File: src/rtl/ifmt_pkg.sv
`default_nettype none
package ifmt_pkg;

    localparam int IFMT_FIFO_DEPTH = 4;
    localparam int HEX_DIGITS      = 16;
    localparam int CNT_W           = 31;
    localparam logic [CNT_W-1:0] COUNT_MAX = {CNT_W{1'b1}};

    // Command codes carried in the input word's user field.
    localparam logic [2:0] CMD_SDEC = 3'd0;
    localparam logic [2:0] CMD_UDEC = 3'd1;
    localparam logic [2:0] CMD_HEXL = 3'd2;
    localparam logic [2:0] CMD_HEXU = 3'd3;
    localparam logic [2:0] CMD_PTR  = 3'd4;
    localparam logic [2:0] CMD_CLR  = 3'd5;

    // Reciprocal of ten, scaled by 2^35, exact for any 32-bit dividend.
    localparam logic [31:0] RECIP10 = 32'hCCCC_CCCD;

    typedef enum logic [1:0] {
        PRE_NONE,
        PRE_MINUS,
        PRE_0X,
        PRE_NIL
    } t_pre;

    typedef enum logic [1:0] {
        ST_IDLE,
        ST_CONV,
        ST_EMIT
    } t_state;

    typedef struct packed {
        logic        clr;
        logic        hex;
        logic        upper;
        logic        digits;
        t_pre        pre;
        logic [63:0] val;
    } t_job;

    function automatic logic [2:0] prefix_len(input t_pre pre);
        logic [2:0] len;
        case (pre)
            PRE_MINUS: len = 3'd1;
            PRE_0X:    len = 3'd2;
            PRE_NIL:   len = 3'd5;
            default:   len = 3'd0;
        endcase
        return len;
    endfunction

    function automatic logic [7:0] prefix_char(input t_pre pre, input logic [2:0] idx);
        logic [7:0] ch;
        ch = "-";
        case (pre)
            PRE_0X:  ch = (idx == 3'd0) ? "0" : "x";
            PRE_NIL: begin
                case (idx)
                    3'd0:    ch = "(";
                    3'd1:    ch = "n";
                    3'd2:    ch = "i";
                    3'd3:    ch = "l";
                    default: ch = ")";
                endcase
            end
            default: ch = "-";
        endcase
        return ch;
    endfunction

    function automatic logic [7:0] digit_char(input logic [3:0] d, input logic upper);
        logic [7:0] ch;
        if (d < 4'd10) begin
            ch = 8'h30 + {4'd0, d};
        end else if (upper) begin
            ch = 8'h37 + {4'd0, d};
        end else begin
            ch = 8'h57 + {4'd0, d};
        end
        return ch;
    endfunction

endpackage
`default_nettype wire

File: src/rtl/ifmt_front.sv
`default_nettype none
module ifmt_front
    import ifmt_pkg::*;
(
    input  wire logic        i_valid,
    input  wire logic [2:0]  i_cmd,
    input  wire logic [63:0] i_value,
    input  wire logic        i_room,
    output logic             o_ready,
    output logic             o_push,
    output t_job             o_job
);

    logic [31:0] low;
    logic        keep;

    assign low     = i_value[31:0];
    assign o_ready = i_room;

    always_comb begin
        keep          = 1'b1;
        o_job.clr     = 1'b0;
        o_job.hex     = 1'b0;
        o_job.upper   = 1'b0;
        o_job.digits  = 1'b1;
        o_job.pre     = PRE_NONE;
        o_job.val     = {32'd0, low};
        case (i_cmd)
            CMD_SDEC: begin
                // Negative values print a minus and the magnitude.
                if (low[31]) begin
                    o_job.pre = PRE_MINUS;
                    o_job.val = {32'd0, 32'd0 - low};
                end
            end
            CMD_UDEC: begin
                o_job.pre = PRE_NONE;
            end
            CMD_HEXL: begin
                o_job.hex = 1'b1;
            end
            CMD_HEXU: begin
                o_job.hex   = 1'b1;
                o_job.upper = 1'b1;
            end
            CMD_PTR: begin
                o_job.hex = 1'b1;
                o_job.val = i_value;
                if (i_value == 64'd0) begin
                    o_job.pre    = PRE_NIL;
                    o_job.digits = 1'b0;
                end else begin
                    o_job.pre = PRE_0X;
                end
            end
            CMD_CLR: begin
                o_job.clr = 1'b1;
            end
            default: begin
                keep = 1'b0;
            end
        endcase
    end

    // Unused command codes are taken from the bus and dropped here.
    assign o_push = i_valid && i_room && keep;

endmodule
`default_nettype wire

File: config.mk
export PLATFORM = sky130hd
export DESIGN_NAME = ifmt_front
export DESIGN_NICKNAME = d
export VERILOG_FILES = /design/src/rtl/ifmt_pkg.sv /design/src/rtl/ifmt_front.sv
export SDC_FILE = /design/constraint.sdc
export NUM_CORES = 1
export LEC_CHECK = 0
export BUFFER_PORTS_ARGS = -buffer_cell sky130_fd_sc_hd__buf_2
export CAP_MARGIN = 15
export CORE_ASPECT_RATIO = 1.25
export CORE_MARGIN = 4
export CORE_UTILIZATION = 36
export DETAILED_ROUTE_END_ITERATION = 8
export PLACE_DENSITY = 0.86
export SLEW_MARGIN = 25
export SYNTH_ARGS = -nofsm -noshare
export SYNTH_HDL_FRONTEND = slang
export SYNTH_SLANG_ARGS = --single-unit
File: constraint.sdc
create_clock -name vclk -period 6.3
set_clock_uncertainty 0.2 [all_clocks]
set_input_delay 0.945 -clock vclk [all_inputs]
set_output_delay 0.945 -clock vclk [all_outputs]
set_load 0.01 [all_outputs]
==> results.tsv <==
metric	value	unit
largest cells by area after synthesis	xor2_1, and2_1, a31oi_1, nor4_1, nor2_1	
P&R area growth vs syn	64.71	%
GPL Wtd Cong	0.8237	
DRC	0	
hold depth	2	
Core Rows	22	
Min-Delay Startpoint	i_room	
top cells by count, synth	and2_1, xor2_1, a31oi_1, nor2_1	
Initial DRT Pass Iterations	4	
antenna violations before repair	0	
Syn. warnings	0	
Final WS setup	2260	ps
post-route ant nets	0	
Synth area leader	xor2_1	
post-DP HPWL	3910	µm
count of sequential standard cells	0	
Syn Inst Count	168	
largest net degree at the start of global routing	36	
mux cell area share after synthesis	0.01015	
mean post-synth cell area	6.606	µm²
Vias per Instance	5.175	
main combinational cell family by area after synthesis	simple AND/OR/NAND/NOR gates	
Pwr Density	55.08	mW/mm²
total number of vias	1744	
layout cells sized above 1	0.4983	
DR WL/cell	13.20	µm
unrepaired setup endpoints after global routing	false	
leakage power	1.050	nW
Setup CP Type	input pin to output port	
Hold Vio Cnt, Final	0	
IO Pins	141	
Max-slew headroom	0.3885	
Post-CTS Setup Inserts	0	
CP Max Fanout	30	
status	finished clean	
Seq/Total Area, Yosys	0	
# resized after CTS	0	
Tcrit/Tclk final	0.6413	
Slew @ Worst Pin	915.0	ps
area of the core	0.002945	mm²
DIE AREA	0.004041	mm²
I/O Buffers	141	
Post-Synth Adder-Cell Area	0.01127	
Hold Path End	o_ready	
gr usage total	0.1980	
vias in the first global route	1645	
max cap viols	0	
total wire length	4450	µm
fillers	292	
Initial Util	0.3768	
number of clock buffers in the layout	0	
area share of the largest cell type after synthesis	0.1894	
width of the die	57.66	µm
first-pass GRT wire length	6920	µm
Sum Neg Setup Slack	0	ps
Initial DRC Count	51	
Peak Freq	0.2475	GHz
Post-Synth Simple-Gate Area	0.5118	
Worst setup EP type	output port	
Setup WS pre-CTS	2249	ps
nets@finish	373	
Post-CTS Hold Buffers	0	
Compound-Gate Fraction of Synth Area	0.1702	
Reg area	0	µm²
crit path launch type	input pin	
Die H	70.08	µm
Hold Path Class	input pin to output port	
cell with the most instances after synthesis	and2_1	
Synth Area in XOR/XNOR	0.2289	
Ant. Diodes	0	
VDD IR max	0.03203	mV
WP data arrival	2900	ps
Yosys cell types	33	
Worst EP required	5150	ps
# setup viols final	0	
total global routing overflow	0	
final count of pins violating max slew	0	
synthesized cell area	0.001110	mm²
minimum clock period	4040	ps
syn_nets	238	
==> worst max-delay path, stage by stage <==
cell,delay (ps)
buf_2,140
nor3_1,400
nand2_1,640
a41oi_1,460
xor2_1,160
buf_2,140
==> stage by stage <==
stage               instances  utilization  hold slack (ps)  total power, mW  instance area (µm²)
finish                    337       0.6206             1896           0.1007                 1828
global route              337       0.6206             1917           0.1108                 1828
CTS                       337       0.6206             1898           0.1014                 1828
detailed placement        337       0.6206             1898           0.1010                 1828
global placement          337       0.6206             1896          0.09936                 1828
floorplan                 168            -             1739          0.04445                 1110
==> how the worst max path moves through the flow <==
stage / slack, ps / to / start
floorplan: 2600 / o_job[66] / i_value[4]
global placement: 2240 / o_job[11] / i_cmd[1]
detailed placement: 2250 / o_job[24] / i_cmd[1]
CTS: 2250 / o_job[11] / i_cmd[1]
global route: 2030 / o_job[30] / i_cmd[1]
finish: 2260 / o_job[24] / i_cmd[1]
==> cell usage in the layout (no fill, tap or decap), drive strengths merged, types with 4 or more instances in the layout <==
cell type    n
inv          8
xnor2        5
or4          7
xor2        24
a31oi       15
nor2        15
a21oi        6
and2        32
buf        142
nor3        10
a41oi        4
nor4        13
==> cell families (layout without fill, tap and decap cells) <==
group | Yosys count | after routing
AND/OR/NAND/NOR | 91 | 91
adder cells (fa/ha/maj) | 1 | 1
multiplexers | 1 | 1
AO/OA/AOI/OAI | 29 | 29
buffers and inverters | 17 | 150
XOR/XNOR | 29 | 29
==> layer usage <==
layer,global-route usage,wire (µm),up-vias
met1,0.2236,1729,782
met5,0,0,-
li1,-,-,878
met3,0.02773,382,4
met2,0.3882,2316,80
met4,0.02062,22,0
==> cell type report <==
class / count / area (µm²) / share of cell area
inverters: 8 / 30.03 / 0.01643
multi-input cells: 151 / 1040 / 0.5688
well taps: 36 / 45.04 / 0.02464
repair buffers: 142 / 713.2 / 0.3901
==> power breakdown <==
part	switching, mW	internal, mW	total, mW
Sequential	0	0	0
Combinational	0.0542	0.0465	0.101
Clock	0	0	0
Total	0.0542	0.0465	0.101
No activity file was read; power rests on OpenSTA's default activity.
