**src/rtl/ifmt_pkg.sv**
```systemverilog
`default_nettype none
package ifmt_pkg;

    localparam int IFMT_FIFO_DEPTH = 4;
    localparam int HEX_DIGITS      = 16;
    localparam int CNT_W           = 31;
    localparam logic [CNT_W-1:0] COUNT_MAX = {CNT_W{1'b1}};

    // Command codes carried in the input word's user field.
    localparam logic [2:0] CMD_SDEC = 3'd0;
    localparam logic [2:0] CMD_UDEC = 3'd1;
    localparam logic [2:0] CMD_HEXL = 3'd2;
    localparam logic [2:0] CMD_HEXU = 3'd3;
    localparam logic [2:0] CMD_PTR  = 3'd4;
    localparam logic [2:0] CMD_CLR  = 3'd5;

    // Reciprocal of ten, scaled by 2^35, exact for any 32-bit dividend.
    localparam logic [31:0] RECIP10 = 32'hCCCC_CCCD;

    typedef enum logic [1:0] {
        PRE_NONE,
        PRE_MINUS,
        PRE_0X,
        PRE_NIL
    } t_pre;

    typedef enum logic [1:0] {
        ST_IDLE,
        ST_CONV,
        ST_EMIT
    } t_state;

    typedef struct packed {
        logic        clr;
        logic        hex;
        logic        upper;
        logic        digits;
        t_pre        pre;
        logic [63:0] val;
    } t_job;

    function automatic logic [2:0] prefix_len(input t_pre pre);
        logic [2:0] len;
        case (pre)
            PRE_MINUS: len = 3'd1;
            PRE_0X:    len = 3'd2;
            PRE_NIL:   len = 3'd5;
            default:   len = 3'd0;
        endcase
        return len;
    endfunction

    function automatic logic [7:0] prefix_char(input t_pre pre, input logic [2:0] idx);
        logic [7:0] ch;
        ch = "-";
        case (pre)
            PRE_0X:  ch = (idx == 3'd0) ? "0" : "x";
            PRE_NIL: begin
                case (idx)
                    3'd0:    ch = "(";
                    3'd1:    ch = "n";
                    3'd2:    ch = "i";
                    3'd3:    ch = "l";
                    default: ch = ")";
                endcase
            end
            default: ch = "-";
        endcase
        return ch;
    endfunction

    function automatic logic [7:0] digit_char(input logic [3:0] d, input logic upper);
        logic [7:0] ch;
        if (d < 4'd10) begin
            ch = 8'h30 + {4'd0, d};
        end else if (upper) begin
            ch = 8'h37 + {4'd0, d};
        end else begin
            ch = 8'h57 + {4'd0, d};
        end
        return ch;
    endfunction

endpackage
`default_nettype wire

```
**src/rtl/ifmt_fifo.sv**
```systemverilog
`default_nettype none
module ifmt_fifo
    import ifmt_pkg::*;
#(
    parameter int DEPTH = IFMT_FIFO_DEPTH
) (
    input  wire logic i_clk,
    input  wire logic i_rst_n,
    input  wire logic i_push,
    input  t_job      i_job,
    output logic      o_room,
    input  wire logic i_pop,
    output logic      o_valid,
    output t_job      o_job
);

    localparam int AW = (DEPTH > 1) ? $clog2(DEPTH) : 1;
    localparam int CW = $clog2(DEPTH + 1);
    localparam logic [AW-1:0] LAST_PTR = AW'(DEPTH - 1);
    localparam logic [CW-1:0] FULL_CNT = CW'(DEPTH);

    t_job          r_mem [DEPTH];
    t_job          r_head;
    logic [AW-1:0] r_wr_ptr;
    logic [AW-1:0] r_rd_ptr;
    logic [AW-1:0] n_rd_ptr;
    logic [CW-1:0] r_cnt;
    logic          do_push;
    logic          do_pop;

    assign o_room   = (r_cnt != FULL_CNT);
    assign o_valid  = (r_cnt != '0);
    assign o_job    = r_head;
    assign do_push  = i_push && o_room;
    assign do_pop   = i_pop && o_valid;
    assign n_rd_ptr = do_pop ? ((r_rd_ptr == LAST_PTR) ? '0 : r_rd_ptr + 1'b1) : r_rd_ptr;

    always_ff @(posedge i_clk) begin
        if (do_push) begin
            r_mem[r_wr_ptr] <= i_job;
        end
        // The head word is prefetched into a register from the next read slot; a word written into that slot
        // in the same cycle is passed straight through.
        if (do_push && (r_wr_ptr == n_rd_ptr)) begin
            r_head <= i_job;
        end else begin
            r_head <= r_mem[n_rd_ptr];
        end
    end

    always_ff @(posedge i_clk) begin
        if (!i_rst_n) begin
            r_wr_ptr <= '0;
            r_rd_ptr <= '0;
            r_cnt    <= '0;
        end else begin
            if (do_push) begin
                r_wr_ptr <= (r_wr_ptr == LAST_PTR) ? '0 : r_wr_ptr + 1'b1;
            end
            r_rd_ptr <= n_rd_ptr;
            if (do_push && !do_pop) begin
                r_cnt <= r_cnt + 1'b1;
            end else if (do_pop && !do_push) begin
                r_cnt <= r_cnt - 1'b1;
            end
        end
    end

endmodule
`default_nettype wire

```
**config.mk**
```make
export PLATFORM = sky130hd
export DESIGN_NAME = ifmt_fifo
export DESIGN_NICKNAME = d
export VERILOG_FILES = /design/src/rtl/ifmt_pkg.sv /design/src/rtl/ifmt_fifo.sv
export SDC_FILE = /design/constraint.sdc
export NUM_CORES = 1
export LEC_CHECK = 0
export ABC_CLOCK_PERIOD_IN_PS = 4100
export CAP_MARGIN = 20
export CORE_MARGIN = 3
export CORE_UTILIZATION = 30
export DETAILED_ROUTE_END_ITERATION = 16
export DONT_BUFFER_PORTS = 1
export GPL_ROUTABILITY_DRIVEN = 0
export PLACE_DENSITY = 0.52
export SLEW_MARGIN = 30
export SYNTH_ARGS = -nofsm -noshare
export SYNTH_HDL_FRONTEND = slang
export SYNTH_SLANG_ARGS = --single-unit
```
**constraint.sdc**
```tcl
create_clock -name i_clk -period 4.1 [get_ports i_clk]
set_input_delay 1.025 -clock i_clk [delete_from_list [all_inputs] [get_ports i_clk]]
set_output_delay 1.025 -clock i_clk [all_outputs]
set_load 0.02 [all_outputs]
```
==> impl_results.html <==
<table>
<tr><th>Metric</th><th>Value</th></tr>
<tr><th colspan="2">Run status</th></tr>
<tr><td>Run status</td><td>completed</td></tr>
<tr><th colspan="2">Place</th></tr>
<tr><td>Port-buffer cells</td><td>0</td></tr>
<tr><td>Post-detailed-placement cell area</td><td>11300 um2</td></tr>
<tr><td>Post-place setup slack</td><td>1.13 ns</td></tr>
<tr><td>Detailed placer's ending HPWL</td><td>12.6 mm</td></tr>
<tr><th colspan="2">Power and ir drop</th></tr>
<tr><td>Tot Pwr</td><td>8.41 mW</td></tr>
<tr><td>Pwr per Cell Area</td><td>685 nW/um2</td></tr>
<tr><td>P_leak</td><td>3.76 nW</td></tr>
<tr><td>Max VDD drop</td><td>0.000401 V</td></tr>
<tr><th colspan="2">Clock tree</th></tr>
<tr><td>Clock buffer count from CTS</td><td>31</td></tr>
<tr><td>CTS tree</td><td>yes</td></tr>
<tr><td>Number of instances resized during post-cts repair</td><td>0</td></tr>
<tr><td>Maximum buffer depth of the clock tree</td><td>3</td></tr>
<tr><td>Hold Buf Count CTS</td><td>0</td></tr>
<tr><td>Clock H-tree levels</td><td>1</td></tr>
<tr><td>Worst skew pair latency</td><td>0.57 ns</td></tr>
<tr><td>Number of buffers inserted by post-CTS setup repair</td><td>0</td></tr>
<tr><td>Clock Sinks</td><td>289</td></tr>
<tr><td>Library cell used as clock root buffer</td><td>clkbuf_16</td></tr>
<tr><td>Reg clk slew, reported paths</td><td>0.06 ns</td></tr>
<tr><th colspan="2">Critical path</th></tr>
<tr><td>Cell chain of the critical path</td><td>buf_4, mux4_2</td></tr>
<tr><td>Category of the worst setup path capture point</td><td>primary output</td></tr>
<tr><td>Startpoint of the worst-slack reg-to-reg timing path</td><td>r_cnt[0]</td></tr>
<tr><td>FF-to-FF setup slack</td><td>1.62 ns</td></tr>
<tr><td>Buf/Inv on CP</td><td>1</td></tr>
<tr><td>Worst Path Class, Setup</td><td>reg2out</td></tr>
<tr><td>Worst reg-to-reg path cell count</td><td>8</td></tr>
<tr><td>Slowest cell on crit path</td><td>dfxtp_4</td></tr>
<tr><td>End of the worst register-to-register path</td><td>r_cnt[2]</td></tr>
<tr><td>Arrival time of the worst setup path</td><td>2.46 ns</td></tr>
<tr><td>Worst-path maximum fanout</td><td>28</td></tr>
<tr><td>Family with the most delay on the worst path</td><td>flip-flops</td></tr>
<tr><td>Required time of the critical path</td><td>3.07 ns</td></tr>
<tr><td>Launching element type of the critical path</td><td>register</td></tr>
<tr><td>Max stage delay on crit path</td><td>0.76 ns</td></tr>
<tr><th colspan="2">STA</th></tr>
<tr><td>Worst Max-Slew Pin Slew</td><td>0.675 ns</td></tr>
<tr><td>Total count of hold-check failures in the final report</td><td>0</td></tr>
<tr><td>Portion of the clock cycle consumed by the worst path in the final layout</td><td>0.850</td></tr>
<tr><td>Final-layout worst hold slack</td><td>0.515 ns</td></tr>
<tr><td>Max-slew headroom</td><td>0.550</td></tr>
<tr><td>Final min period</td><td>3.49 ns</td></tr>
<tr><td>Number of endpoints failing setup at the final stage</td><td>0</td></tr>
<tr><td>Max-slew violation count</td><td>0</td></tr>
<tr><td>RSZ-0062 raised after global routing</td><td>false</td></tr>
<tr><td>Achievable Freq</td><td>287 MHz</td></tr>
<tr><td>Final worst setup slack</td><td>0.613 ns</td></tr>
<tr><td>Worst Skew</td><td>0.0267 ns</td></tr>
<tr><td>Final TNS setup</td><td>0 ns</td></tr>
<tr><th colspan="2">Flow run</th></tr>
<tr><td>Max Cap Violations</td><td>0</td></tr>
<tr><th colspan="2">GRT</th></tr>
<tr><td>Maximum number of pins on one net before global-route repair</td><td>38</td></tr>
<tr><td>Total gr overflow</td><td>0</td></tr>
<tr><td>Total track usage</td><td>0.108</td></tr>
<tr><td>Antenna violations before repair</td><td>0</td></tr>
<tr><td>Global-route wire length before repair</td><td>30.9 mm</td></tr>
<tr><td>Vias in the first global route</td><td>4728</td></tr>
<tr><th colspan="2">Synth</th></tr>
<tr><td>Mean Syn Cell Area</td><td>25.5 um2</td></tr>
<tr><td>Distinct cells, synth</td><td>27</td></tr>
<tr><td>Synthesized cell area</td><td>10600 um2</td></tr>
<tr><td>Area leader, netlist</td><td>edfxtp_1</td></tr>
<tr><td>Share of synthesized registers carrying an async set or reset</td><td>0</td></tr>
<tr><td>Area contributors post-synth</td><td>edfxtp_1 (80%), mux4_2 (15%), dfxtp_1 (1.7%)</td></tr>
<tr><td>Primary flip-flop cell chosen by synthesis mapping</td><td>edfxtp_1</td></tr>
<tr><td>Share of the yosys chip area belonging to registers</td><td>0.813</td></tr>
<tr><td>Most used standard cell by instance count after synthesis</td><td>edfxtp_1</td></tr>
<tr><td>Warnings from Yosys</td><td>0</td></tr>
<tr><td>Number of enable flip-flop cells after synthesis</td><td>280</td></tr>
<tr><td>Gate count after technology mapping</td><td>414</td></tr>
<tr><td>Total nets after synthesis</td><td>495</td></tr>
<tr><td>Area fraction of the dominant cell type after synthesis</td><td>0.796</td></tr>
<tr><td>Register bit total from synthesis</td><td>289</td></tr>
<tr><td>Top cells by count, synth</td><td>edfxtp_1 (280), mux4_2 (70), clkbuf_1 (9), dfxtp_1 (9), buf_4 (7)</td></tr>
<tr><th colspan="2">Min path</th></tr>
<tr><td>Hold path startpoint</td><td>r_wr_ptr[1]</td></tr>
<tr><td>Path category of the worst min-delay check</td><td>reg2reg</td></tr>
<tr><td>Cell depth of the worst hold path</td><td>2</td></tr>
<tr><td>Worst hold endpoint</td><td>r_wr_ptr[1]</td></tr>
<tr><th colspan="2">Final layout</th></tr>
<tr><td>Seq. cell area</td><td>8600 um2</td></tr>
<tr><td>Multi-input gate area in the final layout</td><td>1890 um2</td></tr>
<tr><td>Design area</td><td>12300 um2</td></tr>
<tr><td>Final net count</td><td>521</td></tr>
<tr><td>Fraction of layout cells with a size suffix above 1</td><td>0.305</td></tr>
<tr><td>Total of fill cells in the finished design</td><td>3098</td></tr>
<tr><td>Area grow syn2layout</td><td>16.2%</td></tr>
<tr><td>Inserted Diodes</td><td>0</td></tr>
<tr><th colspan="2">Floorplan</th></tr>
<tr><td>Site row count</td><td>68</td></tr>
<tr><td>DIE HEIGHT</td><td>194 um</td></tr>
<tr><td>Die area</td><td>37500 um2</td></tr>
<tr><td># IOs</td><td>146</td></tr>
<tr><td>Effective utilization at floorplan</td><td>0.305</td></tr>
<tr><td>CORE AREA</td><td>34600 um2</td></tr>
<tr><td>Overall die width</td><td>194 um</td></tr>
<tr><th colspan="2">Drt</th></tr>
<tr><td>Iteration count of the initial detailed-routing pass</td><td>4</td></tr>
<tr><td>Post-route DRC violation count</td><td>0</td></tr>
<tr><td>Post-route antenna net violation count</td><td>0</td></tr>
<tr><td>Overall via count from detail_route</td><td>4252</td></tr>
<tr><td>Total routed wirelength</td><td>20.1 mm</td></tr>
<tr><td>Number of violations reported at the end of detailed-routing iteration 0</td><td>231</td></tr>
<tr><td>Vias per inst</td><td>4.63</td></tr>
<tr><td>Average wire per cell in the routed design</td><td>21.9 um</td></tr>
</table>
-- worst max path at each step --
| stage | depth (start not counted) | from | slack, ns | to |
|---|---|---|---|---|
| global route | 2 | register | 0.41 | o_job[65] |
| global placement | 2 | register | 1.16 | o_job[1] |
| floorplan | 1 | i_push | 0.95 | r_mem[3][0] |
| detailed placement | 2 | register | 1.13 | o_job[61] |
| CTS | 2 | register | 0.50 | o_job[61] |
| finish | 2 | register | 0.61 | o_job[56] |
-- kinds of logic (layout without fill, tap and decap cells) --
logic type                 after synthesis  in the layout  synth area share
DFF                                    289            289             0.813
muxes                                   74             74             0.153
buffers and inverters                   20             69            0.0103
and+or+nand+nor                         18             18            0.0101
adders and majority gates                7              7           0.00900
AOI/OAI and AO/OA                        4              4           0.00284
xor gates and xnor gates                 2              2           0.00166
-- power by group --
part           total (mW)  internal [mW]  switching [mW]
clock                2.74           1.65            1.09
combinational        1.88          0.748            1.13
sequential           3.79           3.59           0.200
-- placed cells by master, fill, tap and decap left out, drive strengths merged --
cell	instances
fa	1
xor2	1
bufinv	4
and2	4
buf	10
mux2i	2
or3	2
o31ai	1
or3b	1
nor2	2
xnor2	1
inv	4
nor2b	1
nand2	3
and3	4
mux2	2
clkbuf	36
ha	6
edfxtp	280
nand4	1
o21ai	2
a21boi	1
clkinv	12
clkinvlp	3
dfxtp	9
mux4	70
-- cell type report --
type / instances / area share
clock buffers: 36 / 0.0656
multi-input cells: 105 / 0.154
inverters: 3 / 0.000918
flip-flops and latches: 289 / 0.700
well taps: 455 / 0.0464
clock inverters: 20 / 0.0176
repair buffers: 10 / 0.0153
-- registers in the layout (all words and copies together), names as in the netlist, named ones only --
register  cells
r_rd_ptr      2
r_mem       280
r_cnt         3
r_wr_ptr      2
-- metal layers --
layer  track usage  share of wire  wire length [um]  up-vias
met4        0.0271          0.025               504        0
li1              -              -                 -     1819
met3        0.0429          0.081              1620       35
met5             0              0                 0        -
met1         0.129           0.39              7780     2273
met2         0.182           0.51             10200      125
-- worst min-delay path, delay by kind of cell, from the launching register on --
| family | cells | cell delay (ns) |
|---|---|---|
| multiplexers | 1 | 0.05 |
| flip-flops | 1 | 0.35 |
| AND/OR/NAND/NOR | 1 | 0.07 |
-- per-stage QoR --
stage          utilization  instances
2_1_floorplan            -        414
6_report             0.354        918
3_5_place_dp         0.325        862
4_1_cts              0.354        918
5_1_grt              0.354        918
3_3_place_gp         0.321        856
(Power assumes the default switching activity.)
